`config.mk`:
```
export PLATFORM = sky130hd
export DESIGN_NAME = conflict_of_interest_access_check_top
export DESIGN_NICKNAME = d
export VERILOG_FILES = /design/src/hw/rtl/coiac_pkg.sv /design/src/hw/rtl/coiac_ram.sv /design/src/hw/rtl/coiac_cell.sv /design/src/hw/rtl/conflict_of_interest_access_check_top.sv
export SDC_FILE = /design/constraint.sdc
export NUM_CORES = 2
export LEC_CHECK = 0
export BUFFER_PORTS_ARGS = -buffer_cell sky130_fd_sc_hd__buf_4
export CAP_MARGIN = 30
export CORE_MARGIN = 4
export CORE_UTILIZATION = 55
export CTS_CLUSTER_SIZE = 16
export DETAILED_ROUTE_END_ITERATION = 8
export PLACE_DENSITY = 0.66
export SYNTH_ARGS = -nofsm -noshare
export SYNTH_HDL_FRONTEND = slang
export SYNTH_SLANG_ARGS = --single-unit
```
`constraint.sdc`:
```
create_clock -name clk -period 3.15 [get_ports clk]
set_input_delay 0.945 -clock clk [delete_from_list [all_inputs] [get_ports clk]]
set_output_delay 0.945 -clock clk [all_outputs]
set_load 0.1 [all_outputs]
```
`src/hw/rtl/coiac_pkg.sv`:
```
// Shared types and constants for the conflict-of-interest access checker.
package coiac_pkg;

	localparam int NumSubjects = 16;
	localparam int NumObjects  = 256;
	localparam int NumFirms    = 64;
	localparam int NumClasses  = 16;

	localparam int SubjW = $clog2(NumSubjects);
	localparam int ObjW  = $clog2(NumObjects);
	localparam int FirmW = $clog2(NumFirms);
	localparam int ClsW  = $clog2(NumClasses);

	// Field widths of the ports
	localparam int FuncW      = 3;
	localparam int FirmFieldW = 7;
	localparam int ClsFieldW  = 5;
	localparam int StatusW    = 3;

	localparam logic [FirmFieldW-1:0] FirmNone = FirmFieldW'(NumFirms);
	localparam logic [ClsFieldW-1:0]  ClsNone  = ClsFieldW'(NumClasses);

	// Item function codes
	localparam logic [FuncW-1:0] FUNC_SET_OWNER  = 3'd0;
	localparam logic [FuncW-1:0] FUNC_SET_CLASS  = 3'd1;
	localparam logic [FuncW-1:0] FUNC_ADD_SUBJ   = 3'd2;
	localparam logic [FuncW-1:0] FUNC_CLEAR_HIST = 3'd3;
	localparam logic [FuncW-1:0] FUNC_READ       = 3'd4;
	localparam logic [FuncW-1:0] FUNC_WRITE      = 3'd5;

	// Result status codes
	localparam logic [StatusW-1:0] ST_ACCEPTED   = 3'd0;
	localparam logic [StatusW-1:0] ST_REFUSED    = 3'd1;
	localparam logic [StatusW-1:0] ST_NO_SUBJECT = 3'd2;
	localparam logic [StatusW-1:0] ST_NO_OBJECT  = 3'd3;
	localparam logic [StatusW-1:0] ST_SETUP      = 3'd4;

	// Control sequencer, one-hot
	typedef enum logic [4:0] {
		S_IDLE = 5'b00001,
		S_OWN  = 5'b00010,
		S_CLS  = 5'b00100,
		S_HIT  = 5'b01000,
		S_DONE = 5'b10000
	} state_t;

	// Query presented to every firm cell
	typedef struct packed {
		logic [ClsFieldW-1:0] chk_class;
		logic                 hist_bit;
		logic                 is_self;
	} cell_query_t;

endpackage

```
`src/hw/rtl/coiac_ram.sv`:
```
// Generic single-port-write RAM with registered read.
module coiac_ram #(
	parameter int Width = 8,
	parameter int Depth = 16
) (
	input  logic                     clk,
	input  logic                     we,
	input  logic [$clog2(Depth)-1:0] waddr,
	input  logic [Width-1:0]         wdata,
	input  logic [$clog2(Depth)-1:0] raddr,
	output logic [Width-1:0]         rdata
);

	logic [Width-1:0] mem [Depth];

	always_ff @(posedge clk) begin
		if (we) begin
			mem[waddr] <= wdata;
		end
		rdata <= mem[raddr];
	end

endmodule

```
`src/hw/rtl/coiac_cell.sv`:
```
// One firm cell: holds the firm's conflict class and flags a conflict hit.
module coiac_cell
	import coiac_pkg::*;
(
	input  logic                 clk,
	input  logic                 arst_n,
	input  logic                 wr_en,
	input  logic [ClsFieldW-1:0] wr_class,
	input  cell_query_t          query,
	output logic [ClsFieldW-1:0] cls,
	output logic                 hit
);

	logic [ClsFieldW-1:0] class_q;
	logic                 hit_q;

	// Class storage, reset to "no class"
	always_ff @(posedge clk or negedge arst_n) begin
		if (!arst_n) begin
			class_q <= ClsNone;
		end else if (wr_en) begin
			class_q <= wr_class;
		end
	end

	// Touched firm, other than the target, in the same class
	always_ff @(posedge clk) begin
		hit_q <= query.hist_bit && !query.is_self && (class_q == query.chk_class);
	end

	assign cls = class_q;
	assign hit = hit_q;

endmodule

```
`src/hw/rtl/conflict_of_interest_access_check_top.sv`:
```
// Top level of the conflict-of-interest access checker.
// One item is worked on at a time. Setup items (owner load, class load, add
// subject, clear histories, unused codes) go straight to the done state and
// register their result from it. Reads and writes pass in order through one
// owner-table RAM read, one class lookup, one compare across the row of 64 firm
// cells and one reduce and history update. An unknown subject or object ends
// after the owner read and goes straight to the done state. A new item is taken
// in the cycle after its predecessor's result is registered. The result
// register lets the next item start while a result waits for out_ready; an item
// whose result is ready while the register is still full holds until out_ready.
// No clearing pass is needed after reset.
module conflict_of_interest_access_check_top
	import coiac_pkg::*;
(
	input  logic                  clk,
	input  logic                  arst_n,
	input  logic                  in_valid,
	output logic                  in_ready,
	input  logic [FuncW-1:0]      func,
	input  logic [SubjW-1:0]      subject_id,
	input  logic [ObjW-1:0]       object_id,
	input  logic [FirmFieldW-1:0] firm_id,
	input  logic [ClsFieldW-1:0]  class_id,
	output logic                  out_valid,
	input  logic                  out_ready,
	output logic [StatusW-1:0]    status
);

	state_t                state_q;
	logic [FuncW-1:0]      func_q;
	logic [SubjW-1:0]      subj_q;
	logic [FirmW-1:0]      firm_q;
	logic [ClsFieldW-1:0]  cls_q;
	logic [NumFirms-1:0]   hist_q;
	logic [StatusW-1:0]    res_q;
	logic                  out_valid_q;
	logic [StatusW-1:0]    status_q;
	logic [NumObjects-1:0] owner_vld_q;
	logic                  own_vld_rd_q;
	logic [NumSubjects-1:0] present_q;
	logic [NumFirms-1:0]   history_q [NumSubjects];

	logic                  in_xfer;
	logic                  own_we;
	logic [FirmFieldW-1:0] own_wdata;
	logic [FirmFieldW-1:0] own_rdata;
	logic [FirmFieldW-1:0] owner;
	logic [ClsFieldW-1:0]  cell_cls [NumFirms];
	logic [NumFirms-1:0]   cell_hit;
	logic                  refuse;
	logic                  out_free;

	assign in_xfer  = in_valid && in_ready;
	assign in_ready = (state_q == S_IDLE);
	assign out_free = !out_valid_q || out_ready;

	// Owner table write on an owner load
	assign own_we    = in_xfer && (func == FUNC_SET_OWNER);
	assign own_wdata = (firm_id < FirmFieldW'(NumFirms)) ? firm_id : FirmNone;

	coiac_ram #(
		.Width(FirmFieldW),
		.Depth(NumObjects)
	) u_owner_ram (
		.clk   (clk),
		.we    (own_we),
		.waddr (object_id),
		.wdata (own_wdata),
		.raddr (object_id),
		.rdata (own_rdata)
	);

	// Owner entries never written read as unassigned
	always_ff @(posedge clk or negedge arst_n) begin
		if (!arst_n) begin
			owner_vld_q <= '0;
		end else if (own_we) begin
			owner_vld_q[object_id] <= 1'b1;
		end
	end

	always_ff @(posedge clk) begin
		own_vld_rd_q <= owner_vld_q[object_id];
	end

	assign owner = own_vld_rd_q ? own_rdata : FirmNone;

	// Row of firm cells
	for (genvar g = 0; g < NumFirms; g++) begin : g_cell
		cell_query_t q;
		logic        wr;

		assign q.chk_class = cls_q;
		assign q.hist_bit  = hist_q[g];
		assign q.is_self   = (firm_q == FirmW'(g));
		assign wr = in_xfer && (func == FUNC_SET_CLASS)
			&& (firm_id == FirmFieldW'(g));

		coiac_cell u_cell (
			.clk      (clk),
			.arst_n   (arst_n),
			.wr_en    (wr),
			.wr_class ((class_id < ClsFieldW'(NumClasses)) ? class_id : ClsNone),
			.query    (q),
			.cls      (cell_cls[g]),
			.hit      (cell_hit[g])
		);
	end

	// Reads ignore classless firms; writes treat them as one class
	assign refuse = (|cell_hit) && ((func_q == FUNC_WRITE) || !cls_q[ClsFieldW-1]);

	// Subject presence and access histories
	always_ff @(posedge clk or negedge arst_n) begin
		if (!arst_n) begin
			present_q <= '0;
			for (int i = 0; i < NumSubjects; i++) begin
				history_q[i] <= '0;
			end
		end else if (in_xfer && (func == FUNC_ADD_SUBJ)) begin
			present_q[subject_id] <= 1'b1;
			history_q[subject_id] <= '0;
		end else if (in_xfer && (func == FUNC_CLEAR_HIST)) begin
			for (int i = 0; i < NumSubjects; i++) begin
				history_q[i] <= '0;
			end
		end else if ((state_q == S_HIT) && !refuse) begin
			history_q[subj_q][firm_q] <= 1'b1;
		end
	end

	// Sequencer
	always_ff @(posedge clk or negedge arst_n) begin
		if (!arst_n) begin
			state_q <= S_IDLE;
		end else begin
			unique case (state_q)
				S_IDLE: begin
					if (in_xfer) begin
						state_q <= ((func == FUNC_READ) || (func == FUNC_WRITE))
							? S_OWN : S_DONE;
					end
				end
				S_OWN: begin
					state_q <= (!present_q[subj_q] || owner[FirmFieldW-1]) ? S_DONE : S_CLS;
				end
				S_CLS:  state_q <= S_HIT;
				S_HIT:  state_q <= S_DONE;
				S_DONE: begin
					if (out_free) begin
						state_q <= S_IDLE;
					end
				end
				default: state_q <= S_IDLE;
			endcase
		end
	end

	// Item and lookup registers
	always_ff @(posedge clk) begin
		if (in_xfer) begin
			func_q <= func;
			subj_q <= subject_id;
			res_q  <= ST_SETUP;
		end
		if (state_q == S_OWN) begin
			firm_q <= owner[FirmW-1:0];
			cls_q  <= cell_cls[owner[FirmW-1:0]];
			hist_q <= history_q[subj_q];
			if (!present_q[subj_q]) begin
				res_q <= ST_NO_SUBJECT;
			end else if (owner[FirmFieldW-1]) begin
				res_q <= ST_NO_OBJECT;
			end
		end
		if (state_q == S_HIT) begin
			res_q <= refuse ? ST_REFUSED : ST_ACCEPTED;
		end
	end

	// Result register
	always_ff @(posedge clk or negedge arst_n) begin
		if (!arst_n) begin
			out_valid_q <= 1'b0;
		end else if ((state_q == S_DONE) && out_free) begin
			out_valid_q <= 1'b1;
		end else if (out_ready) begin
			out_valid_q <= 1'b0;
		end
	end

	always_ff @(posedge clk) begin
		if ((state_q == S_DONE) && out_free) begin
			status_q <= res_q;
		end
	end

	assign out_valid = out_valid_q;
	assign status    = status_q;

endmodule

```
==> summary.md <==
| Metric | Value |
|---|---|
| Cells after Synth | 8,485 |
| Fin crit period | 3.11 ns |
| Static Leak | 67.3 nW |
| Cell Rows | 189 |
| TritonCTS clock tree | yes |
| Initial DRC count | 10,400 |
| Syn Std Cell Area | 0.147 sq mm |
| Setup Skew | 0.0424 ns |
| Clock buffer depth | 4 |
| CP arrival | 3.88 ns |
| Area leader, netlist | edfxtp_1 |
| Final setup vio count | 0 |
| Warnings, synthesis | 0 |
| Core box area | 0.266 sq mm |
| Post-synth top area share | 38.3% |
| Die span in x | 525 um |
| Area post-placement | 0.162 sq mm |
| Final nets | 9,317 |
| Final Hold Fails | 0 |
| Ports | 36 |
| Synth Register Bits | 3,574 |
| GPL Wtd Cong | 0.874 |
| Worst path buffer plus inverter count | 4 |
| Total die area | 0.276 sq mm |
| Crit Path Max Fanout | 23 |
| Top FF cell, synth | edfxtp_1 |
| Crit Path Category | primary input to flip-flop |
| Worst path cell trace | buf_8 -> buf_12 -> buf_4 -> mux4_2 -> a22oi_1 -> a21oi_1 -> o41ai_2 -> buf_4 -> nand4_1 |
| Total power | 101 mW |
| Vert. Die Dim | 525 um |
| CTS Buf Count | 368 |
| Pre-CTS setup slack | -0.799 ns |
| Final Cell Area | 0.174 sq mm |
| Asr flop ratio synth | 45.4% |
| CTS clk-pin slew, worst paths | 0.06 ns |
| Total gr overflow | 0 |
| Share of cells above drive strength 1 | 32.7% |
| DRT Pass-1 Iters | 6 |
| CTS root buf | clkbuf_16 |
| H-tree level count | 5 |
| Vias in the first global route | 92,600 |
| Clock Latency Late Sink | 0.91 ns |
| Vias | 88,900 |
| Routed vias/inst | 6.77 |
| Slew Viols, Final | 0 |
| Rel. slew slack | 32.7% |
| Hold Path Class | primary input to flip-flop |
| Status | completed |
| CP top delay family | compound AO/OA/AOI/OAI gates |
| Power per Cell Area | 580 mW/mm^2 |
| Post-synthesis sequential area ratio | 66.9% |
| WL final | 429,000 um |
| Pin count of the biggest net entering global routing | 168 |
| Worst reg-to-reg setup slack | 0.06 ns |
| Initial antenna violation count | 6 |
| First-pass GRT wire length | 639,000 um |
| Largest stage delay on the critical path | 0.95 ns |
| Mean Syn Cell Area | 17.4 sq um |
| Slowest cell on the critical path | o41ai_2 |
| CTS sink cnt | 3,574 |
| CP most frequent cell | buf_4 |
| Starting Density | 55.4% |
| Routed wire per std cell | 32.6 um |
| Mapped Nets | 8,516 |
| Final critical-path share of the clock period | 98.7% |
| Worst setup SP type | primary input |
| P&R area growth vs syn | 18.1% |
| GRT Total Usage | 31.1% |
| Netlist cell types | 57 |
| DRC violations left | 0 |
| Post-DP HPWL | 271,000 um |
| Nature of the critical path endpoint | flip-flop |
| Antenna Nets Post-Route | 0 |
| VDD IR max | 0.000511 V |
| Post-synth EDFFs | 1,877 |
| Fmax | 322 MHz |
| # port buffers | 35 |
| Ranking of synthesized cells by area | edfxtp_1 (38%), dfrtp_1 (26%), mux4_2 (14%), a22o_1 (6.1%), mux2_2 (2.4%) |
| Setup ws final | 0.0420 ns |
| Unrepaired setup endpoints after global routing | false |
| TNS Setup | 0 ns |
| Worst-margin pin slew | 0.999 ns |
| Req. time, crit path | 3.92 ns |
| Reported max-cap violation count | 0 |
layer usage:
metal,wire [um],up-vias,part of all wire [%],GRT usage (%)
li1,-,35700,-,-
met1,166000,47200,39,43.5
met2,204000,4956,48,48.8
met3,37300,1052,8.7,5.63
met4,20700,2,4.8,12.9
met5,39,-,0.0091,0.156
cells in the final DEF (no fill, tap or decap), types with 79 or more instances in the layout:
master        n
nand4_1      83
mux2_2      267
xnor2_1     192
clkbuf_16   374
dfrtp_1    1557
mux4_2      902
a22o_1     1024
clkbuf_1     90
buf_12      293
xor2_1      128
a22oi_1     256
o21bai_1    256
edfxtp_1   1877
nor4_1       79
a21oi_1     135
buf_4       893
nor2_1      360
Yosys cell counts (10+ instances only):
cell         n
edfxtp_1  1877
dfrtp_1   1557
a22o_1    1024
mux4_2     902
clkbuf_1   515
nor2_1     374
mux2_2     313
a22oi_1    256
o21bai_1   256
xnor2_1    192
a21oi_1    147
xor2_1     128
buf_1      116
nand4_1     83
nor4_1      80
dfxtp_1     75
buf_2       74
dfstp_2     65
nand2_1     59
buf_6       57
o21ai_0     41
o22ai_1     40
o221ai_1    39
o41ai_1     32
nand3_1     28
nor2b_1     28
a211oi_4    14
a21o_1      12
inv_1       12
nand2b_1    11
nand3b_1    10
nor2_2      10
what timing repair did:
item	in CTS	in global routing
setup endpoints to repair	1	35
gates resized for setup	1	8
hold buffers	1	0
buffers inserted	2	0
pin swaps	1	0
hold endpoints to repair	6	0
logic make-up after synthesis:
logic type	after synthesis	synth area share (%)
multiplexers	1222	16.2
flip-flops	3574	66.9
AO/OA/AOI/OAI	1875	10.3
buffers and inverters	778	2.35
XOR/XNOR	320	1.90
AND/OR/NAND/NOR	716	2.33
worst reg2reg max path: stages (launching register included):
cell      delay (ns)
dfxtp_1         0.32
nor4_1          0.48
nand4_1         0.24
or4_2           0.77
buf_12          0.20
a211oi_4        0.41
buf_12          0.22
buf_12          0.21
a22o_1          0.19
power by group:
part / internal (mW) / switching (mW) / total, mW
Clock: 25.5 / 18.4 / 43.8
Combinational: 2.67 / 4.61 / 7.28
Sequential: 49.5 / 0.245 / 49.8
sequential cells by signal, summed over array words and instances, names as in the netlist:
signal             flops
g_cell.u_cell.hit     64
subj_q                 4
hist_q                64
present_q             16
out_valid              1
u_owner_ram.rdata      7
firm_q                 6
g_cell.u_cell.cls    320
res_q                  3
status                 3
history_q           1024
owner_vld_q          256
state_q                5
u_owner_ram.mem     1792
own_vld_rd_q           1
func_q                 3
cls_q                  5
final timing paths:
check                           cells past startpoint                   end             startpoint
worst max-delay path                                9  u_owner_ram.rdata[1]           object_id[0]
worst min-delay path                                1             subj_q[2]          subject_id[2]
worst max register to register                      8        history_q[724]  g_cell[32].u_cell.hit
worst min register to register                      0             status[2]               res_q[2]
max in group asynchronous                           4        history_q[789]                 arst_n
min in group asynchronous                           2        history_q[298]                 arst_n
stage by stage:
step	std cells	util (%)	hold WS (ns)
2_1_floorplan	8485	-	0.409
3_3_place_gp	12400	60.8	0.420
3_5_place_dp	12400	60.8	0.426
4_1_cts	13100	65.4	0.235
5_1_grt	13100	65.4	0.255
6_report	13100	65.4	0.301
cell type report:
cell class                 instances  area (sq um)
antenna                            4          10.0
clock buffer                     499         10200
clock inverter                   177          1940
fill                           18000         91900
inverter                          13          63.8
multi-input combinational       4133         46000
sequential                      3574         98500
tap                             3533          4420
timing repair buffer            1196         12700
Note: power is estimated with default switching activity, not from simulation.
